**config.mk**
```make
export PLATFORM = sky130hd
export DESIGN_NAME = i2c_master_transaction_sequencer_core
export DESIGN_NICKNAME = d
export VERILOG_FILES = /design/src/sv/i2cms_pkg.sv /design/src/sv/i2cms_tx_queue.sv /design/src/sv/i2cms_rx_queue.sv /design/src/sv/i2c_master_transaction_sequencer_core.sv
export SDC_FILE = /design/constraint.sdc
export NUM_CORES = 1
export LEC_CHECK = 0
export BUFFER_PORTS_ARGS = -buffer_cell sky130_fd_sc_hd__buf_2
export CAP_MARGIN = 0
export CORE_UTILIZATION = 60
export DETAILED_ROUTE_END_ITERATION = 10
export GPL_TIMING_DRIVEN = 0
export PLACE_DENSITY = 0.76
export SLEW_MARGIN = 20
export SYNTH_ARGS = -nofsm -noshare
export SYNTH_HDL_FRONTEND = slang
export SYNTH_HIERARCHICAL = 1
export SYNTH_SLANG_ARGS = --single-unit
```
**constraint.sdc**
```tcl
create_clock -name i_clk -period 5.8 [get_ports i_clk]
set_input_delay 1.16 -clock i_clk [delete_from_list [all_inputs] [get_ports i_clk]]
set_output_delay 1.16 -clock i_clk [all_outputs]
set_load 0.01 [all_outputs]
```
**src/sv/i2cms_pkg.sv**
```systemverilog
// Shared codes, defaults and control structs for the I2C master transaction sequencer.
package i2cms_pkg;

    localparam int unsigned TX_DEPTH_DEF = 16;
    localparam int unsigned RX_DEPTH_DEF = 16;

    // Commands
    localparam logic [2:0] CMD_BEGIN_WR = 3'd0;
    localparam logic [2:0] CMD_QUEUE    = 3'd1;
    localparam logic [2:0] CMD_LAUNCH   = 3'd2;
    localparam logic [2:0] CMD_BEGIN_RD = 3'd3;
    localparam logic [2:0] CMD_EVENT    = 3'd4;
    localparam logic [2:0] CMD_POP      = 3'd5;

    // Bus status events
    localparam logic [3:0] EV_START        = 4'd0;
    localparam logic [3:0] EV_REP_START    = 4'd1;
    localparam logic [3:0] EV_WR_ADDR_ACK  = 4'd2;
    localparam logic [3:0] EV_WR_DATA_ACK  = 4'd3;
    localparam logic [3:0] EV_WR_ADDR_NACK = 4'd4;
    localparam logic [3:0] EV_WR_DATA_NACK = 4'd5;
    localparam logic [3:0] EV_ARB_LOST     = 4'd6;
    localparam logic [3:0] EV_RD_DATA_ACK  = 4'd7;
    localparam logic [3:0] EV_RD_ADDR_ACK  = 4'd8;
    localparam logic [3:0] EV_RD_ADDR_NACK = 4'd9;
    localparam logic [3:0] EV_RD_DATA_NACK = 4'd10;
    localparam logic [3:0] EV_OTHER        = 4'd11;

    // Bus actions
    localparam logic [2:0] ACT_NONE    = 3'd0;
    localparam logic [2:0] ACT_START   = 3'd1;
    localparam logic [2:0] ACT_SEND    = 3'd2;
    localparam logic [2:0] ACT_RX_ACK  = 3'd3;
    localparam logic [2:0] ACT_RX_NACK = 3'd4;
    localparam logic [2:0] ACT_STOP    = 3'd5;
    localparam logic [2:0] ACT_RELEASE = 3'd6;

    typedef struct packed {
        logic       clear;
        logic       push;
        logic       restart;
        logic       advance;
        logic [7:0] data;
    } t_tx_ctl;

    typedef struct packed {
        logic       can_send;
        logic [7:0] head;
    } t_tx_stat;

    typedef struct packed {
        logic       clear;
        logic       push;
        logic       pop;
        logic [4:0] len;
        logic [7:0] data;
    } t_rx_ctl;

    typedef struct packed {
        logic       can_pop;
        logic       avail;
        logic       more;
        logic [7:0] head;
    } t_rx_stat;

endpackage

```
**src/sv/i2cms_tx_queue.sv**
```systemverilog
// Transmit byte queue: store, fill and send counts, registered head read.
module i2cms_tx_queue #(
    parameter int unsigned DEPTH = i2cms_pkg::TX_DEPTH_DEF
) (
    input  logic                 i_clk,
    input  logic                 i_rst_n,
    input  i2cms_pkg::t_tx_ctl   i_ctl,
    output i2cms_pkg::t_tx_stat  o_stat
);
    import i2cms_pkg::*;

    localparam int unsigned AW = $clog2(DEPTH);
    localparam int unsigned CW = $clog2(DEPTH + 1);

    logic [7:0]    r_mem [DEPTH];
    logic [7:0]    r_head;
    logic [CW-1:0] r_fill, n_fill;
    logic [CW-1:0] r_send, n_send;
    logic [AW-1:0] w_rd_idx;
    logic          w_push_ok;

    assign w_push_ok = i_ctl.push && (r_fill < CW'(DEPTH));

    always_comb begin
        n_fill = r_fill;
        if (i_ctl.clear) begin
            n_fill = '0;
        end else if (w_push_ok) begin
            n_fill = r_fill + CW'(1);
        end
        n_send = r_send;
        if (i_ctl.restart) begin
            n_send = '0;
        end else if (i_ctl.advance) begin
            n_send = r_send + CW'(1);
        end
    end

    assign w_rd_idx = (n_send < CW'(DEPTH)) ? n_send[AW-1:0] : '0;

    always_ff @(posedge i_clk) begin
        if (!i_rst_n) begin
            r_fill <= '0;
            r_send <= '0;
        end else begin
            r_fill <= n_fill;
            r_send <= n_send;
        end
    end

    // Pre-read the byte at the next send position; forward a same-cycle write.
    always_ff @(posedge i_clk) begin
        if (w_push_ok) begin
            r_mem[r_fill[AW-1:0]] <= i_ctl.data;
        end
        if (w_push_ok && (r_fill[AW-1:0] == w_rd_idx)) begin
            r_head <= i_ctl.data;
        end else begin
            r_head <= r_mem[w_rd_idx];
        end
    end

    assign o_stat.can_send = (r_send < r_fill);
    assign o_stat.head     = r_head;

endmodule

```
**src/sv/i2cms_rx_queue.sv**
```systemverilog
// Receive byte queue: store, fill, take and last counts, registered head read.
module i2cms_rx_queue #(
    parameter int unsigned DEPTH = i2cms_pkg::RX_DEPTH_DEF
) (
    input  logic                 i_clk,
    input  logic                 i_rst_n,
    input  i2cms_pkg::t_rx_ctl   i_ctl,
    output i2cms_pkg::t_rx_stat  o_stat
);
    import i2cms_pkg::*;

    localparam int unsigned AW = $clog2(DEPTH);
    localparam int unsigned CW = $clog2(DEPTH + 1);
    localparam int unsigned LW = (CW > 5) ? CW : 5;

    logic [7:0]    r_mem [DEPTH];
    logic [7:0]    r_head;
    logic [CW-1:0] r_fill, n_fill;
    logic [CW-1:0] r_take, n_take;
    logic [AW-1:0] r_last, n_last;
    logic [LW-1:0] w_len;
    logic [AW-1:0] w_rd_idx;
    logic          w_push_ok;
    logic          w_can_pop;

    assign w_push_ok = i_ctl.push && (r_fill < CW'(DEPTH));
    assign w_can_pop = (r_take < r_fill);

    // Clamp the requested length into one to the store depth
    always_comb begin
        w_len = LW'(i_ctl.len);
        if (w_len == '0) begin
            w_len = LW'(1);
        end else if (w_len > LW'(DEPTH)) begin
            w_len = LW'(DEPTH);
        end
    end

    always_comb begin
        n_fill = r_fill;
        n_take = r_take;
        n_last = r_last;
        if (i_ctl.clear) begin
            n_fill = '0;
            n_take = '0;
            n_last = AW'(w_len - LW'(1));
        end else begin
            if (w_push_ok) begin
                n_fill = r_fill + CW'(1);
            end
            if (i_ctl.pop && w_can_pop) begin
                n_take = r_take + CW'(1);
            end
        end
    end

    assign w_rd_idx = (n_take < CW'(DEPTH)) ? n_take[AW-1:0] : '0;

    always_ff @(posedge i_clk) begin
        if (!i_rst_n) begin
            r_fill <= '0;
            r_take <= '0;
            r_last <= '0;
        end else begin
            r_fill <= n_fill;
            r_take <= n_take;
            r_last <= n_last;
        end
    end

    // Pre-read the byte at the next take position; forward a same-cycle write.
    always_ff @(posedge i_clk) begin
        if (w_push_ok) begin
            r_mem[r_fill[AW-1:0]] <= i_ctl.data;
        end
        if (w_push_ok && (r_fill[AW-1:0] == w_rd_idx)) begin
            r_head <= i_ctl.data;
        end else begin
            r_head <= r_mem[w_rd_idx];
        end
    end

    assign o_stat.can_pop = w_can_pop;
    assign o_stat.avail   = (n_take != n_fill);
    assign o_stat.more    = (n_fill != CW'(r_last));
    assign o_stat.head    = r_head;

endmodule

```
**src/sv/i2c_master_transaction_sequencer_core.sv**
```systemverilog
// An accepted item is held in the input register and passes to the result register,
// where o_valid is high, once that register is empty or its result is being taken.
// Throughput: one item per cycle while i_ready stays high; the queues pre-read their head
// byte each cycle. Input and result registers part the two handshakes: a waiting result
// still lets one transfer into the input register, and o_ready drops while both are full.
// Reset (synchronous, active low) empties both queues, clears busy and hold,
// sets address-acknowledged, and drops both valid flags; no clearing pass.
module i2c_master_transaction_sequencer_core #(
    parameter int unsigned TX_DEPTH = i2cms_pkg::TX_DEPTH_DEF,
    parameter int unsigned RX_DEPTH = i2cms_pkg::RX_DEPTH_DEF
) (
    input  logic       i_clk,
    input  logic       i_rst_n,
    input  logic       i_valid,
    output logic       o_ready,
    input  logic [2:0] i_cmd,
    input  logic [6:0] i_target_address,
    input  logic [7:0] i_data_byte,
    input  logic       i_hold_bus,
    input  logic [4:0] i_read_length,
    input  logic [3:0] i_bus_event,
    input  logic [7:0] i_received_byte,
    output logic       o_valid,
    input  logic       i_ready,
    output logic [2:0] o_bus_action,
    output logic [7:0] o_send_byte,
    output logic       o_busy_res,
    output logic       o_address_acked,
    output logic       o_rx_available,
    output logic [7:0] o_rx_data,
    output logic       o_rejected
);
    import i2cms_pkg::*;

    // Input register
    logic       r_in_valid;
    logic [2:0] r_cmd;
    logic [6:0] r_addr;
    logic [7:0] r_data;
    logic       r_hold_in;
    logic [4:0] r_len;
    logic [3:0] r_ev;
    logic [7:0] r_rbyte;

    // Sequencer state
    logic [7:0] r_addr_dir, n_addr_dir;
    logic       r_hold, n_hold;
    logic       r_busy, n_busy;
    logic       r_acked, n_acked;

    // Result register
    logic       r_out_valid;
    logic [2:0] r_action;
    logic [7:0] r_sbyte;
    logic       r_busy_out;
    logic       r_acked_out;
    logic       r_avail_out;
    logic [7:0] r_popped;
    logic       r_rej;

    logic       w_adv;
    logic [2:0] w_action;
    logic [7:0] w_sbyte;
    logic [7:0] w_popped;
    logic       w_rej;

    t_tx_ctl  w_tx_ctl;
    t_tx_stat w_tx_stat;
    t_rx_ctl  w_rx_ctl;
    t_rx_stat w_rx_stat;

    assign w_adv   = r_in_valid && (!r_out_valid || i_ready);
    assign o_ready = !r_in_valid || w_adv;

    always_ff @(posedge i_clk) begin
        if (!i_rst_n) begin
            r_in_valid <= 1'b0;
        end else if (i_valid && o_ready) begin
            r_in_valid <= 1'b1;
        end else if (w_adv) begin
            r_in_valid <= 1'b0;
        end
    end

    always_ff @(posedge i_clk) begin
        if (i_valid && o_ready) begin
            r_cmd     <= i_cmd;
            r_addr    <= i_target_address;
            r_data    <= i_data_byte;
            r_hold_in <= i_hold_bus;
            r_len     <= i_read_length;
            r_ev      <= i_bus_event;
            r_rbyte   <= i_received_byte;
        end
    end

    i2cms_tx_queue #(
        .DEPTH (TX_DEPTH)
    ) u_tx_queue (
        .i_clk   (i_clk),
        .i_rst_n (i_rst_n),
        .i_ctl   (w_tx_ctl),
        .o_stat  (w_tx_stat)
    );

    i2cms_rx_queue #(
        .DEPTH (RX_DEPTH)
    ) u_rx_queue (
        .i_clk   (i_clk),
        .i_rst_n (i_rst_n),
        .i_ctl   (w_rx_ctl),
        .o_stat  (w_rx_stat)
    );

    // Decide the action for the held item; queue controls act only on advance
    always_comb begin
        n_addr_dir = r_addr_dir;
        n_hold     = r_hold;
        n_busy     = r_busy;
        n_acked    = r_acked;
        w_action   = ACT_NONE;
        w_sbyte    = 8'd0;
        w_popped   = 8'd0;
        w_rej      = 1'b0;

        w_tx_ctl         = '0;
        w_tx_ctl.data    = r_data;
        w_rx_ctl         = '0;
        w_rx_ctl.len     = r_len;
        w_rx_ctl.data    = r_rbyte;

        if (w_adv) begin
            case (r_cmd)
                CMD_BEGIN_WR: begin
                    if (r_busy) begin
                        w_rej = 1'b1;
                    end else begin
                        w_tx_ctl.clear = 1'b1;
                        n_addr_dir     = {r_addr, 1'b0};
                        n_acked        = 1'b1;
                    end
                end
                CMD_QUEUE: begin
                    w_tx_ctl.push = 1'b1;
                end
                CMD_LAUNCH: begin
                    if (r_busy) begin
                        w_rej = 1'b1;
                    end else begin
                        n_hold           = r_hold_in;
                        w_tx_ctl.restart = 1'b1;
                        n_busy           = 1'b1;
                        w_action         = ACT_START;
                    end
                end
                CMD_BEGIN_RD: begin
                    if (r_busy) begin
                        w_rej = 1'b1;
                    end else begin
                        w_tx_ctl.clear = 1'b1;
                        w_rx_ctl.clear = 1'b1;
                        n_addr_dir     = {r_addr, 1'b1};
                        n_acked        = 1'b1;
                        n_busy         = 1'b1;
                        w_action       = ACT_START;
                    end
                end
                CMD_EVENT: begin
                    case (r_ev)
                        EV_START, EV_REP_START: begin
                            w_action = ACT_SEND;
                            w_sbyte  = r_addr_dir;
                        end
                        EV_WR_ADDR_ACK, EV_WR_DATA_ACK: begin
                            if (w_tx_stat.can_send) begin
                                w_action         = ACT_SEND;
                                w_sbyte          = w_tx_stat.head;
                                w_tx_ctl.advance = 1'b1;
                            end else if (r_hold) begin
                                n_hold   = 1'b0;
                                n_busy   = 1'b0;
                                w_action = ACT_RELEASE;
                            end else begin
                                n_busy   = 1'b0;
                                w_action = ACT_STOP;
                            end
                        end
                        EV_WR_ADDR_NACK: begin
                            n_acked  = 1'b0;
                            n_busy   = 1'b0;
                            w_action = ACT_STOP;
                        end
                        EV_WR_DATA_NACK, EV_RD_ADDR_NACK: begin
                            n_busy   = 1'b0;
                            w_action = ACT_STOP;
                        end
                        EV_RD_DATA_ACK: begin
                            w_rx_ctl.push = 1'b1;
                            w_action = w_rx_stat.more ? ACT_RX_ACK : ACT_RX_NACK;
                        end
                        EV_RD_ADDR_ACK: begin
                            w_action = w_rx_stat.more ? ACT_RX_ACK : ACT_RX_NACK;
                        end
                        EV_RD_DATA_NACK: begin
                            w_rx_ctl.push = 1'b1;
                            n_busy        = 1'b0;
                            w_action      = ACT_STOP;
                        end
                        default: begin
                            // arbitration lost, other and unused codes: hold everything
                            w_action = ACT_NONE;
                        end
                    endcase
                end
                CMD_POP: begin
                    w_rx_ctl.pop = 1'b1;
                    if (w_rx_stat.can_pop) begin
                        w_popped = w_rx_stat.head;
                    end
                end
                default: begin
                    w_action = ACT_NONE;
                end
            endcase
        end
    end

    always_ff @(posedge i_clk) begin
        if (!i_rst_n) begin
            r_addr_dir <= '0;
            r_hold     <= 1'b0;
            r_busy     <= 1'b0;
            r_acked    <= 1'b1;
        end else begin
            r_addr_dir <= n_addr_dir;
            r_hold     <= n_hold;
            r_busy     <= n_busy;
            r_acked    <= n_acked;
        end
    end

    always_ff @(posedge i_clk) begin
        if (!i_rst_n) begin
            r_out_valid <= 1'b0;
        end else if (w_adv) begin
            r_out_valid <= 1'b1;
        end else if (i_ready) begin
            r_out_valid <= 1'b0;
        end
    end

    always_ff @(posedge i_clk) begin
        if (w_adv) begin
            r_action    <= w_action;
            r_sbyte     <= w_sbyte;
            r_busy_out  <= n_busy;
            r_acked_out <= n_acked;
            r_avail_out <= w_rx_stat.avail;
            r_popped    <= w_popped;
            r_rej       <= w_rej;
        end
    end

    assign o_valid         = r_out_valid;
    assign o_bus_action    = r_action;
    assign o_send_byte     = r_sbyte;
    assign o_busy_res      = r_busy_out;
    assign o_address_acked = r_acked_out;
    assign o_rx_available  = r_avail_out;
    assign o_rx_data       = r_popped;
    assign o_rejected      = r_rej;

    a_rej_no_action: assert property (@(posedge i_clk) disable iff (!i_rst_n)
        (r_out_valid && r_rej) |-> (r_action == ACT_NONE))
        else $error("rejected command produced a bus action");

    a_start_busy: assert property (@(posedge i_clk) disable iff (!i_rst_n)
        (w_adv && (w_action == ACT_START)) |=> (r_busy && r_busy_out))
        else $error("start issued without entering busy");

    a_end_idle: assert property (@(posedge i_clk) disable iff (!i_rst_n)
        (w_adv && ((w_action == ACT_STOP) || (w_action == ACT_RELEASE))) |=> !r_busy)
        else $error("stop or release left the sequencer busy");

    a_stall_holds: assert property (@(posedge i_clk) disable iff (!i_rst_n)
        (r_in_valid && r_out_valid && !i_ready) |-> !o_ready)
        else $error("input taken while the result stage was stalled");

endmodule
```
==> results of run 1 <==
-- metrics by stage --
step / hold slack, ns / total power [mW] / util (%)
floorplan: 0.435 / 2.97 / -
global placement: 0.457 / 3.03 / 64.9
detailed placement: 0.473 / 3.03 / 65.1
CTS: 0.484 / 5.23 / 69.9
global route: 0.504 / 5.34 / 69.9
finish: 0.492 / 5.19 / 69.9
-- where the power goes --
group	internal [mW]	total (mW)	switching (mW)
clock network	1.28	2.21	0.931
logic	0.0373	0.0934	0.0561
registers	2.84	2.88	0.0399
-- synthesized netlist by cell type (all sizes together) (5+ instances only) --
library cell / n
xor2: 10
nor3b: 6
a21oi: 12
and2: 27
nand2b: 14
mux4: 72
nand2: 39
nand4: 7
a22oi: 25
o21ai: 14
and3: 8
xnor2: 14
mux2i: 9
nor2b: 13
edfxtp: 315
buf: 23
clkbuf: 9
inv: 17
dfxtp: 45
nor3: 13
nand3b: 5
nor2: 54
nand3: 9
ha: 19
-- sequential cells by signal, summed over array words and instances, names as in the netlist, 3 cells and up, named ones only --
register / flops
r_rbyte: 8
r_len: 5
u_tx_queue/r_fill: 5
u_rx_queue/r_last: 4
u_tx_queue/r_send: 5
r_addr: 7
o_bus_action: 3
u_rx_queue/r_take: 5
u_rx_queue/r_mem: 128
o_rx_data: 8
r_addr_dir: 8
r_data: 8
r_ev: 4
u_rx_queue/r_fill: 5
r_cmd: 3
u_tx_queue/r_mem: 128
o_send_byte: 8
-- per-layer routing --
metal | vias up | GRT usage (%) | part of all wire (%)
met5 | - | 0 | 0
met4 | 0 | 7.83 | 2.3
met3 | 49 | 4.76 | 7.6
met2 | 328 | 37.8 | 47
met1 | 3864 | 35.1 | 43
li1 | 3452 | - | -
-- worst max path at each step --
stage                            to  slack, ns  cells after the start
floorplan           o_bus_action[2]       2.22                     13
global placement    o_bus_action[1]       1.57                     14
detailed placement  o_bus_action[0]       1.51                     14
CTS                 o_bus_action[0]       1.90                     13
global route        o_bus_action[0]       1.58                     15
finish              o_bus_action[0]       1.90                     13
-- layout by cell type (no fill, tap or decap), drive strengths merged, types with 8 or more instances in the layout --
| cell | instances |
|---|---|
| xnor2 | 14 |
| o21ai | 14 |
| xor2 | 10 |
| a22oi | 25 |
| mux4 | 72 |
| nand2 | 39 |
| nand3 | 9 |
| ha | 19 |
| clkbuf | 55 |
| clkinv | 15 |
| nor3 | 13 |
| inv | 20 |
| edfxtp | 315 |
| nor2 | 54 |
| mux2i | 9 |
| buf | 88 |
| and2 | 27 |
| dfxtp | 45 |
| a21oi | 12 |
| and3 | 8 |
| nand2b | 14 |
| nor2b | 13 |
-- tightest hold or removal path: stages (launching register included) --
cell and delay, ns:
dfxtp_1 0.31, nand3_1 0.06, o21ai_0 0.07
-- cells by family after synthesis --
family | count (synthesis)
buf+inv | 52
simple gates | 202
fa+ha+maj | 19
mux | 81
flops | 360
compound gates | 77
xor+xnor | 24
-- cell type report --
class	instances	area (sq um)
buffer	35	241
antenna	1	2.50
clock buffer	46	1000
clock inverter	21	145
inverter	17	63.8
multi-input combinational	403	4000
timing repair buffer	65	348
tap	319	399
fill	1517	7130
sequential	360	10400
==> summary.txt, run 1 <==
Run status
  • Status: finished clean

Critical path
  • Slowest CP cell: xnor2_1
  • CP top delay family: simple AND/OR/NAND/NOR gates
  • CP Class: reg2reg
  • Worst path bufs/invs: 0
  • Worst Reg-to-Reg Cells: 13
  • Worst setup SP type: flop
  • Worst EP arrival: around 4.2 ns
  • RR Startpoint: r_cmd[0]
  • Worst path required time: 6.07 ns
  • Crit path cell chain: or3b_4, nor3b_2, and3_1, nand3b_1, xnor2_1, xor2_1, nand3b_1, a21oi_1, o22ai_1, o21bai_1, a21oi_1, a211oi_1, o21ai_1
  • Max Fanout on Critical Path: 7
  • Largest stage delay on the critical path: about 0.59 ns
  • Worst r2r dst: o_bus_action[0]
  • Crit path from: r_cmd[0]
  • Reg-to-reg setup timing slack: between 1.5 and 2 ns
  • Crit end category: flop

Clock network
  • CTS Buf Count: 37
  • CTS tree: yes
  • Setup Buffers After CTS: 0
  • # resized after CTS: 0
  • H-Tree Level Count: 2
  • Worst skew pair latency: 0.52 ns
  • CTS max path bufs: 3
  • Hold Buf Count CTS: 0
  • Clk pin slew, worst setup/hold paths: 0.06 ns
  • CTS sink cnt: 360
  • CTS root buf: clkbuf_16

Logic synthesis
  • Compound-Gate Fraction of Synth Area: between 3 and 4%
  • Post-synth top area share: 64.6%
  • Avg Inst Size Synth: 18.0 sq um
  • Adder-cell share of the synthesized area: roughly 1.6%
  • Main combinational cell family by area after synthesis: multiplexers
  • Top post-synthesis cells by area: edfxtp_1 (65%), mux4_1 (8.3%), dfxtp_1 (6.2%), mux4_2 (4.0%), ha_1 (1.6%)
  • Top cell type by total area after synthesis: edfxtp_1
  • Post-Syn Nets: 874
  • Flops & latches, synth: 360
  • Post-synthesis cell type count: 63
  • Synth Instances: 815
  • Multiplexer area fraction after synthesis: roughly an eighth
  • Post-synth ARST share: 0%
  • Simple-gate portion of the synthesized area: 7.25%
  • Synth Cell Area: between 10000 and 15000 sq um
  • Synth warn: 6
  • Post-synth EDFFs: between 300 and 400
  • Xor and xnor area share after synthesis: 1.49%
  • Sequential share of the synthesized area: between 70% and 80%
  • Main synth FF type: edfxtp_1

Worst hold path
  • Hold path start: r_addr_dir[2]
  • Hold Path Stages: 2
  • Class of the worst hold path: reg2reg
  • WHS Endpoint: r_addr_dir[2]

STA
  • Unrepaired setup endpoints after global routing: no
  • Fin crit period: 3.90 ns
  • Worst-Margin Slew: about 1.1 ns
  • Clock Skew: about 0.029 ns
  • Final setup vio count: 0
  • Post-route worst setup slack: 1.90 ns
  • Fin crit share: 67.3%
  • Final-report hold violation count: 0
  • Rel. slew slack: 25.6%
  • Max-slew violations: 0
  • Achievable clock frequency: 0.256 GHz
  • TNS Setup: 0 ns

Global routing
  • Gr ovfl total: 0
  • Largest net degree at the start of global routing: 25
  • Via count of the first global-routing pass: 7457
  • Initial antenna violation count: 2
  • First-pass GRT wire length: 43.6 mm
  • GR Util All Layers: 24.3%

Layout
  • # nets final: a little under 1000
  • Design Area, Final: 16600 sq um
  • Area delta synth->final: 13.1%
  • Post-Layout Cell Count: between 1000 and 1500
  • Share of cells above drive strength 1: 19.3%

Floorplan
  • I/O Pins: 65
  • Die area: 25000 sq um
  • Die width: 158 microns
  • Initial core utilization: 61.8%
  • FP Rows: 56
  • Core area: 23700 sq um
  • Die Ht: 158 microns

Detailed routing
  • Final routed DRC violation total: 0
  • Antenna viol nets, final: 0
  • Via count: 7693
  • WL per Instance: 22.9 microns
  • DR vias/cell: roughly 6.1
  • Drt pass-1 iters: 5
  • WL final: 29.0 mm
  • DRT iter0 DRCs: about 630

Placement
  • Pre-CTS WS: ~1.5 ns
  • PortBufs: 64
  • Placed Cells: 1199
  • Routability cong.: about 0.86
  • Dpl hpwl: roughly 19 mm
  • Placed Area: 15400 sq um

Power
  • VDD IR max: 0.236 mV
  • Leakage: between 5 and 6 nW
  • Total power divided by cell area: 313 nW/um^2

Run
  • Max Cap Viol: 0
No activity file was read; power rests on OpenSTA's default activity.
==> inputs of run 2 (changes only) <==
==> constraint.sdc (replaced) <==
create_clock -name i_clk -period 4.07 [get_ports i_clk]
set_input_delay 0.814 -clock i_clk [delete_from_list [all_inputs] [get_ports i_clk]]
set_output_delay 0.814 -clock i_clk [all_outputs]
set_load 0.01 [all_outputs]
==> run 2 against run 1 <==
Net effect:
- critical path depth did not move
- clock power grew 43%
- clock-buffer cell count stayed put
==> summary.txt, run 2 (synthesis results as in run 1) <==
STA
  • Unrepaired setup endpoints after global routing: no (unchanged)
  • Rel. slew slack: 27.1% (was 25.6%)
  • Final setup vio count: 0 (unchanged)
  • Final-report hold violation count: 0 (unchanged)
  • TNS Setup: 0 ns (unchanged)
  • Max-slew violations: 0 (unchanged)
  • Fin crit share: 92.2% (was 67.3%)
  • Achievable clock frequency: 0.267 GHz (was 0.256 GHz)
  • Clock Skew: 0.0263 ns (was 0.0286 ns)
  • Fin crit period: 3.75 ns (was 3.90 ns)
  • Worst-Margin Slew: 1.09 ns (was 1.11 ns)

Detailed routing
  • Antenna viol nets, final: 0 (unchanged)
  • DRT iter0 DRCs: 626 (unchanged)
  • Drt pass-1 iters: 5 (unchanged)
  • DR vias/cell: 6.06 (was 6.07)
  • WL per Instance: 22.9 microns (unchanged)
  • WL final: 29.0 mm (unchanged)
  • Final routed DRC violation total: 0 (unchanged)
  • Via count: 7681 (was 7693)

Placement
  • PortBufs: 64 (unchanged)
  • Routability cong.: 0.859 (unchanged)
  • Dpl hpwl: 19.0 mm (unchanged)
  • Placed Area: 15400 sq um (unchanged)

Clock network
  • CTS Buf Count: 37 (unchanged)
  • CTS root buf: clkbuf_16 (unchanged)
  • H-Tree Level Count: 2 (unchanged)
  • Clk pin slew, worst setup/hold paths: 0.06 ns (about the same)
  • CTS tree: yes (unchanged)
  • Worst skew pair latency: 0.53 ns (was 0.52 ns)
  • CTS max path bufs: 3 (unchanged)
  • CTS sink cnt: 360 (unchanged)
  • Setup Buffers After CTS: 0 (unchanged)

Run
  • Max Cap Viol: 0 (unchanged)

Critical path
  • Largest stage delay on the critical path: 0.50 ns (was 0.59 ns)
  • CP Class: reg2reg (unchanged)
  • Crit end category: flop (unchanged)
  • Worst EP arrival: 4.02 ns (was 4.17 ns)
  • Worst Reg-to-Reg Cells: 13 (unchanged)
  • RR Startpoint: r_cmd[0] (unchanged)
  • Max Fanout on Critical Path: 7 (unchanged)
  • Worst r2r dst: o_bus_action[0] (unchanged)
  • Worst setup SP type: flop (unchanged)
  • Reg-to-reg setup timing slack: 0.32 ns (was 1.90 ns)
  • Slowest CP cell: edfxtp_1 (was xnor2_1)
  • Crit path cell chain: or3b_4, nor3b_2, and3_1, nand3b_1, xnor2_2, xor2_1, nand3b_1, a21oi_1, o22ai_1, o21bai_1, a21oi_1, a211oi_1, o21ai_1 (was or3b_4, nor3b_2, and3_1, nand3b_1, xnor2_1, xor2_1, nand3b_1, a21oi_1, o22ai_1, o21bai_1, a21oi_1, a211oi_1, o21ai_1)
  • Worst path required time: 4.34 ns (was 6.07 ns)

Floorplan
  • Core area: 23700 sq um (unchanged)
  • Die Ht: 158 microns (unchanged)
  • Die area: 25000 sq um (unchanged)
  • Initial core utilization: 61.8% (unchanged)
  • Die width: 158 microns (unchanged)
  • FP Rows: 56 (unchanged)
  • I/O Pins: 65 (unchanged)

Global routing
  • Largest net degree at the start of global routing: 25 (unchanged)
  • Gr ovfl total: 0 (unchanged)
  • First-pass GRT wire length: 43.6 mm (unchanged)
  • Via count of the first global-routing pass: 7457 (unchanged)
  • Initial antenna violation count: 2 (unchanged)
  • GR Util All Layers: 24.3% (unchanged)

Power
  • Total Power: 7.40 mW (was 5.19 mW)
  • Leakage: 5.59 nW (was 5.58 nW)
  • VDD IR max: 0.337 mV (was 0.236 mV)
  • Total power divided by cell area: 446 nW/um^2 (was 313 nW/um^2)

Layout
  • # nets final: 978 (unchanged)
  • Area delta synth->final: 13.2% (was 13.1%)
  • Post-layout util: 70.0% (was 69.9%)
  • Most common cell after layout, fill and taps aside: edfxtp_1 (unchanged)
  • Design Area, Final: 16600 sq um (about the same)
  • Most frequent cells in the layout: edfxtp_1 (315), buf_2 (73), nor2_1 (54) (unchanged)
  • Share of cells above drive strength 1: 19.5% (was 19.3%)

Worst hold path
  • Class of the worst hold path: in2reg (was reg2reg)
  • Hold Path Stages: 1 (was 2)
  • WHS Endpoint: r_len[4] (was r_addr_dir[2])
  • Hold path start: i_read_length[4] (was r_addr_dir[2])

Run status
  • Status: finished clean (unchanged)
==> run 2: cell types whose count changed in the layout (fill, tap and decap cells not counted) <==
cell     before  now
xnor2_1      13   11
xnor2_2       1    3
==> run 2: stage by stage <==
step | setup WS, ns | cells | hold slack, ns
floorplan | 0.834 | 815 | 0.435
CTS | 0.173 | 1266 | 0.436
global placement | 0.183 | 1198 | 0.457
global route | 0.00814 | 1266 | 0.441
finish | 0.319 | 1267 | 0.460
detailed placement | 0.121 | 1199 | 0.473
==> run 2: cell type report <==
cell class,count,area [sq um]
timing repair buffer,65,348
buffer,35,241
clock buffer,46,1000
multi-input combinational,403,4010
fill,1515,7110
clock inverter,21,145
sequential,360,10400
antenna,1,2.50
tap,319,399
inverter,17,63.8
==> run 2: report_power, final <==
| group | internal (mW) | switching (mW) |
|---|---|---|
| Clock | 1.82 | 1.33 |
| Combinational | 0.0532 | 0.0799 |
| Sequential | 4.05 | 0.0569 |
| Total | 5.93 | 1.47 |
==> run 2: timing repair <==
item                                    CTS  global route
endpoints found under the setup margin    0             3
hold buffers                              0             0
resized for setup                         0             2
hold endpoints to repair                  0             0
==> run 2: worst max-delay path: cells and delay by family (launching register included) <==
kind | cells | cell delay [ns]
XOR/XNOR | 2 | 0.61
flip-flops | 1 | 0.50
AND/OR/NAND/NOR | 5 | 1.40
AO/OA/AOI/OAI | 6 | 0.97
==> run 2: worst max path at each step <==
| stage | startpoint | to | slack [ns] |
|---|---|---|---|
| finish | r_cmd[0] | o_bus_action[0] | 0.32 |
| global route | r_cmd[1] | o_bus_action[0] | 0.008 |
| CTS | r_cmd[0] | o_bus_action[0] | 0.17 |
| detailed placement | i_ready | o_bus_action[0] | 0.12 |
| global placement | i_ready | o_bus_action[1] | 0.18 |
| floorplan | i_ready | o_bus_action[2] | 0.83 |
==> run 2: layer usage <==
layer,share of wire (%),track usage [%]
met1,43,35.1
met4,2.2,7.83
met3,8.1,4.76
met2,47,37.8
met5,0,0
==> inputs of run 3 (changes only) <==
--- a/config.mk
+++ b/config.mk
@@ -11,6 +11,7 @@
 export DETAILED_ROUTE_END_ITERATION = 10
 export GPL_TIMING_DRIVEN = 0
 export PLACE_DENSITY = 0.76
+export RECOVER_POWER = 25
 export SLEW_MARGIN = 20
 export SYNTH_ARGS = -nofsm -noshare
 export SYNTH_HDL_FRONTEND = slang
==> run 3 against run 2 <==
Net effect:
- via count about the same
- register-to-register slack hardly changed
- largest cell class unchanged
- core utilization barely moved
- final cell count did not move
- combinational power hardly changed
- clock skew rose by 0.00067 ns
- sequential share of layout area about the same
- largest power group unchanged
- fmax hardly changed
==> summary.txt, run 3 (synthesis results as in run 1) <==
Critical path
  • Worst path required time: 4.34 ns (about the same)
  • RR Startpoint: r_cmd[0] (unchanged)
  • Worst EP arrival: 4.02 ns (about the same)
  • Worst setup SP type: flop (unchanged)
  • Largest stage delay on the critical path: 0.50 ns (about the same)
  • CP Depth: 13 (unchanged)
  • Crit path from: r_cmd[0] (unchanged)
  • Max Fanout on Critical Path: 7 (unchanged)
  • Reg-to-reg setup timing slack: 0.32 ns (about the same)
  • CP top delay family: simple AND/OR/NAND/NOR gates (unchanged)
  • Worst r2r dst: o_bus_action[0] (unchanged)
  • Crit end category: flop (unchanged)
  • Worst path bufs/invs: 0 (unchanged)
  • Slowest CP cell: edfxtp_1 (unchanged)
  • Worst Reg-to-Reg Cells: 13 (unchanged)
  • CP Class: reg2reg (unchanged)
  • Crit path to: o_bus_action[0] (unchanged)
  • Crit path cell chain: or3b_4, nor3b_2, and3_1, nand3b_1, xnor2_2, xor2_1, nand3b_1, a21oi_1, o22ai_1, o21bai_1, a21oi_1, a211oi_1, o21ai_1 (unchanged)

Run status
  • Status: finished clean (unchanged)

STA
  • Final setup vio count: 0 (unchanged)
  • Unrepaired setup endpoints after global routing: no (unchanged)
  • Max-slew violations: 0 (unchanged)
  • Final-report hold violation count: 0 (unchanged)
  • Fin crit period: 3.75 ns (about the same)
  • Rel. slew slack: 26.7% (was 27.1%)
  • Fin crit share: 92.2% (about the same)
  • Clock Skew: 0.0270 ns (was 0.0263 ns)
  • Worst-Margin Slew: 1.09 ns (about the same)
  • Achievable clock frequency: 0.266 GHz (was 0.267 GHz)
  • TNS Setup: 0 ns (unchanged)

Detailed routing
  • WL per Instance: 22.9 microns (about the same)
  • DR vias/cell: 6.06 (about the same)
  • Final routed DRC violation total: 0 (unchanged)
  • WL final: 29.0 mm (about the same)
  • Antenna viol nets, final: 0 (unchanged)
  • Drt pass-1 iters: 7 (was 5)
  • DRT iter0 DRCs: 623 (was 626)
  • Via count: 7684 (was 7681)

Clock network
  • CTS max path bufs: 3 (unchanged)
  • Worst skew pair latency: 0.53 ns (about the same)
  • CTS tree: yes (unchanged)
  • CTS Buf Count: 37 (unchanged)
  • # resized after CTS: 0 (unchanged)
  • Hold Buf Count CTS: 0 (unchanged)
  • Setup Buffers After CTS: 0 (unchanged)
  • CTS sink cnt: 360 (unchanged)
  • CTS root buf: clkbuf_16 (unchanged)
  • Clk pin slew, worst setup/hold paths: 0.06 ns (about the same)
  • H-Tree Level Count: 2 (unchanged)

Floorplan
  • Initial core utilization: 61.8% (unchanged)
  • Die Ht: 158 microns (unchanged)
  • FP Rows: 56 (unchanged)
  • Die width: 158 microns (unchanged)
  • I/O Pins: 65 (unchanged)
  • Die area: 25000 sq um (unchanged)
  • Core area: 23700 sq um (unchanged)

Placement
  • Placed Cells: 1199 (unchanged)
  • PortBufs: 64 (unchanged)
  • Routability cong.: 0.859 (unchanged)
  • Placed Area: 15400 sq um (unchanged)
  • Dpl hpwl: 19.0 mm (unchanged)

Layout
  • Share of cells above drive strength 1: 19.2% (was 19.5%)
  • Multi-input gate area: 4010 sq um (unchanged)
  • Fill cells: 1518 (was 1515)
  • Most frequent cells in the layout: edfxtp_1 (315), buf_2 (70), nor2_1 (54) (was edfxtp_1 (315), buf_2 (73), nor2_1 (54))
  • Register Area: 10400 sq um (unchanged)
  • Area delta synth->final: 13.2% (about the same)
  • # nets final: 978 (unchanged)
  • Post-Layout Cell Count: 1267 (unchanged)
  • Design Area, Final: 16600 sq um (about the same)
  • Most common cell after layout, fill and taps aside: edfxtp_1 (unchanged)

Global routing
  • Via count of the first global-routing pass: 7457 (unchanged)
  • Gr ovfl total: 0 (unchanged)
  • Largest net degree at the start of global routing: 25 (unchanged)
  • Initial antenna violation count: 2 (unchanged)
  • GR Util All Layers: 24.3% (unchanged)
  • First-pass GRT wire length: 43.6 mm (unchanged)

Worst hold path
  • Class of the worst hold path: in2reg (unchanged)
  • Hold Path Stages: 1 (unchanged)

Power
  • Total power divided by cell area: 447 nW/um^2 (was 446 nW/um^2)
  • VDD IR max: 0.340 mV (was 0.337 mV)
  • Leakage: 5.58 nW (was 5.59 nW)

Run
  • Max Cap Viol: 0 (unchanged)
[run 3: final cells by class]
type	count	share of cell area [%]
Clock inverter	21	0.876
Tap cell	319	2.41
Timing Repair Buffer	65	2.08
Sequential cell	360	62.5
Buffer	35	1.46
Clock buffer	46	6.05
Inverter	17	0.385
Antenna cell	1	0.0151
Multi-Input combinational cell	403	24.2
[run 3: power by group]
group / switching [mW] / leakage [nW] / internal, mW
Combinational: 0.0800 / 1.80 / 0.0528
Sequential: 0.0568 / 3.23 / 4.05
Clock: 1.33 / 0.553 / 1.82
[run 3: worst min-delay path by stage]
stage | startpoint | end | slack, ns
global placement | r_addr_dir[2] | r_addr_dir[2] | 0.46
floorplan | r_hold | r_hold | 0.44
CTS | i_read_length[4] | r_len[4] | 0.44
detailed placement | r_hold | r_hold | 0.47
finish | i_read_length[4] | r_len[4] | 0.46
global route | i_bus_event[1] | r_ev[1] | 0.44
[run 3: routing by layer]
metal | global-route usage, % | wire (microns)
met4 | 7.83 | 664
met2 | 37.8 | 13500
met1 | 35.1 | 12300
met5 | 0 | 0
met3 | 4.76 | 2470
[run 3: worst register-to-register path, delay by kind of cell (launching register included)]
family	cells	cell delay, ns
AND/OR/NAND/NOR	5	1.42
AO/OA/AOI/OAI	6	0.97
XOR/XNOR	2	0.61
flip-flops	1	0.50
[run 3: through the flow]
stage	util (%)	power, mW	worst slack, ns	hold slack [ns]
3_5_place_dp	65.1	4.32	0.121	0.473
5_1_grt	69.9	7.60	0.00814	0.441
3_3_place_gp	64.9	4.31	0.183	0.457
4_1_cts	69.9	7.45	0.173	0.436
6_report	70.0	7.40	0.316	0.459
2_1_floorplan	-	4.24	0.834	0.435
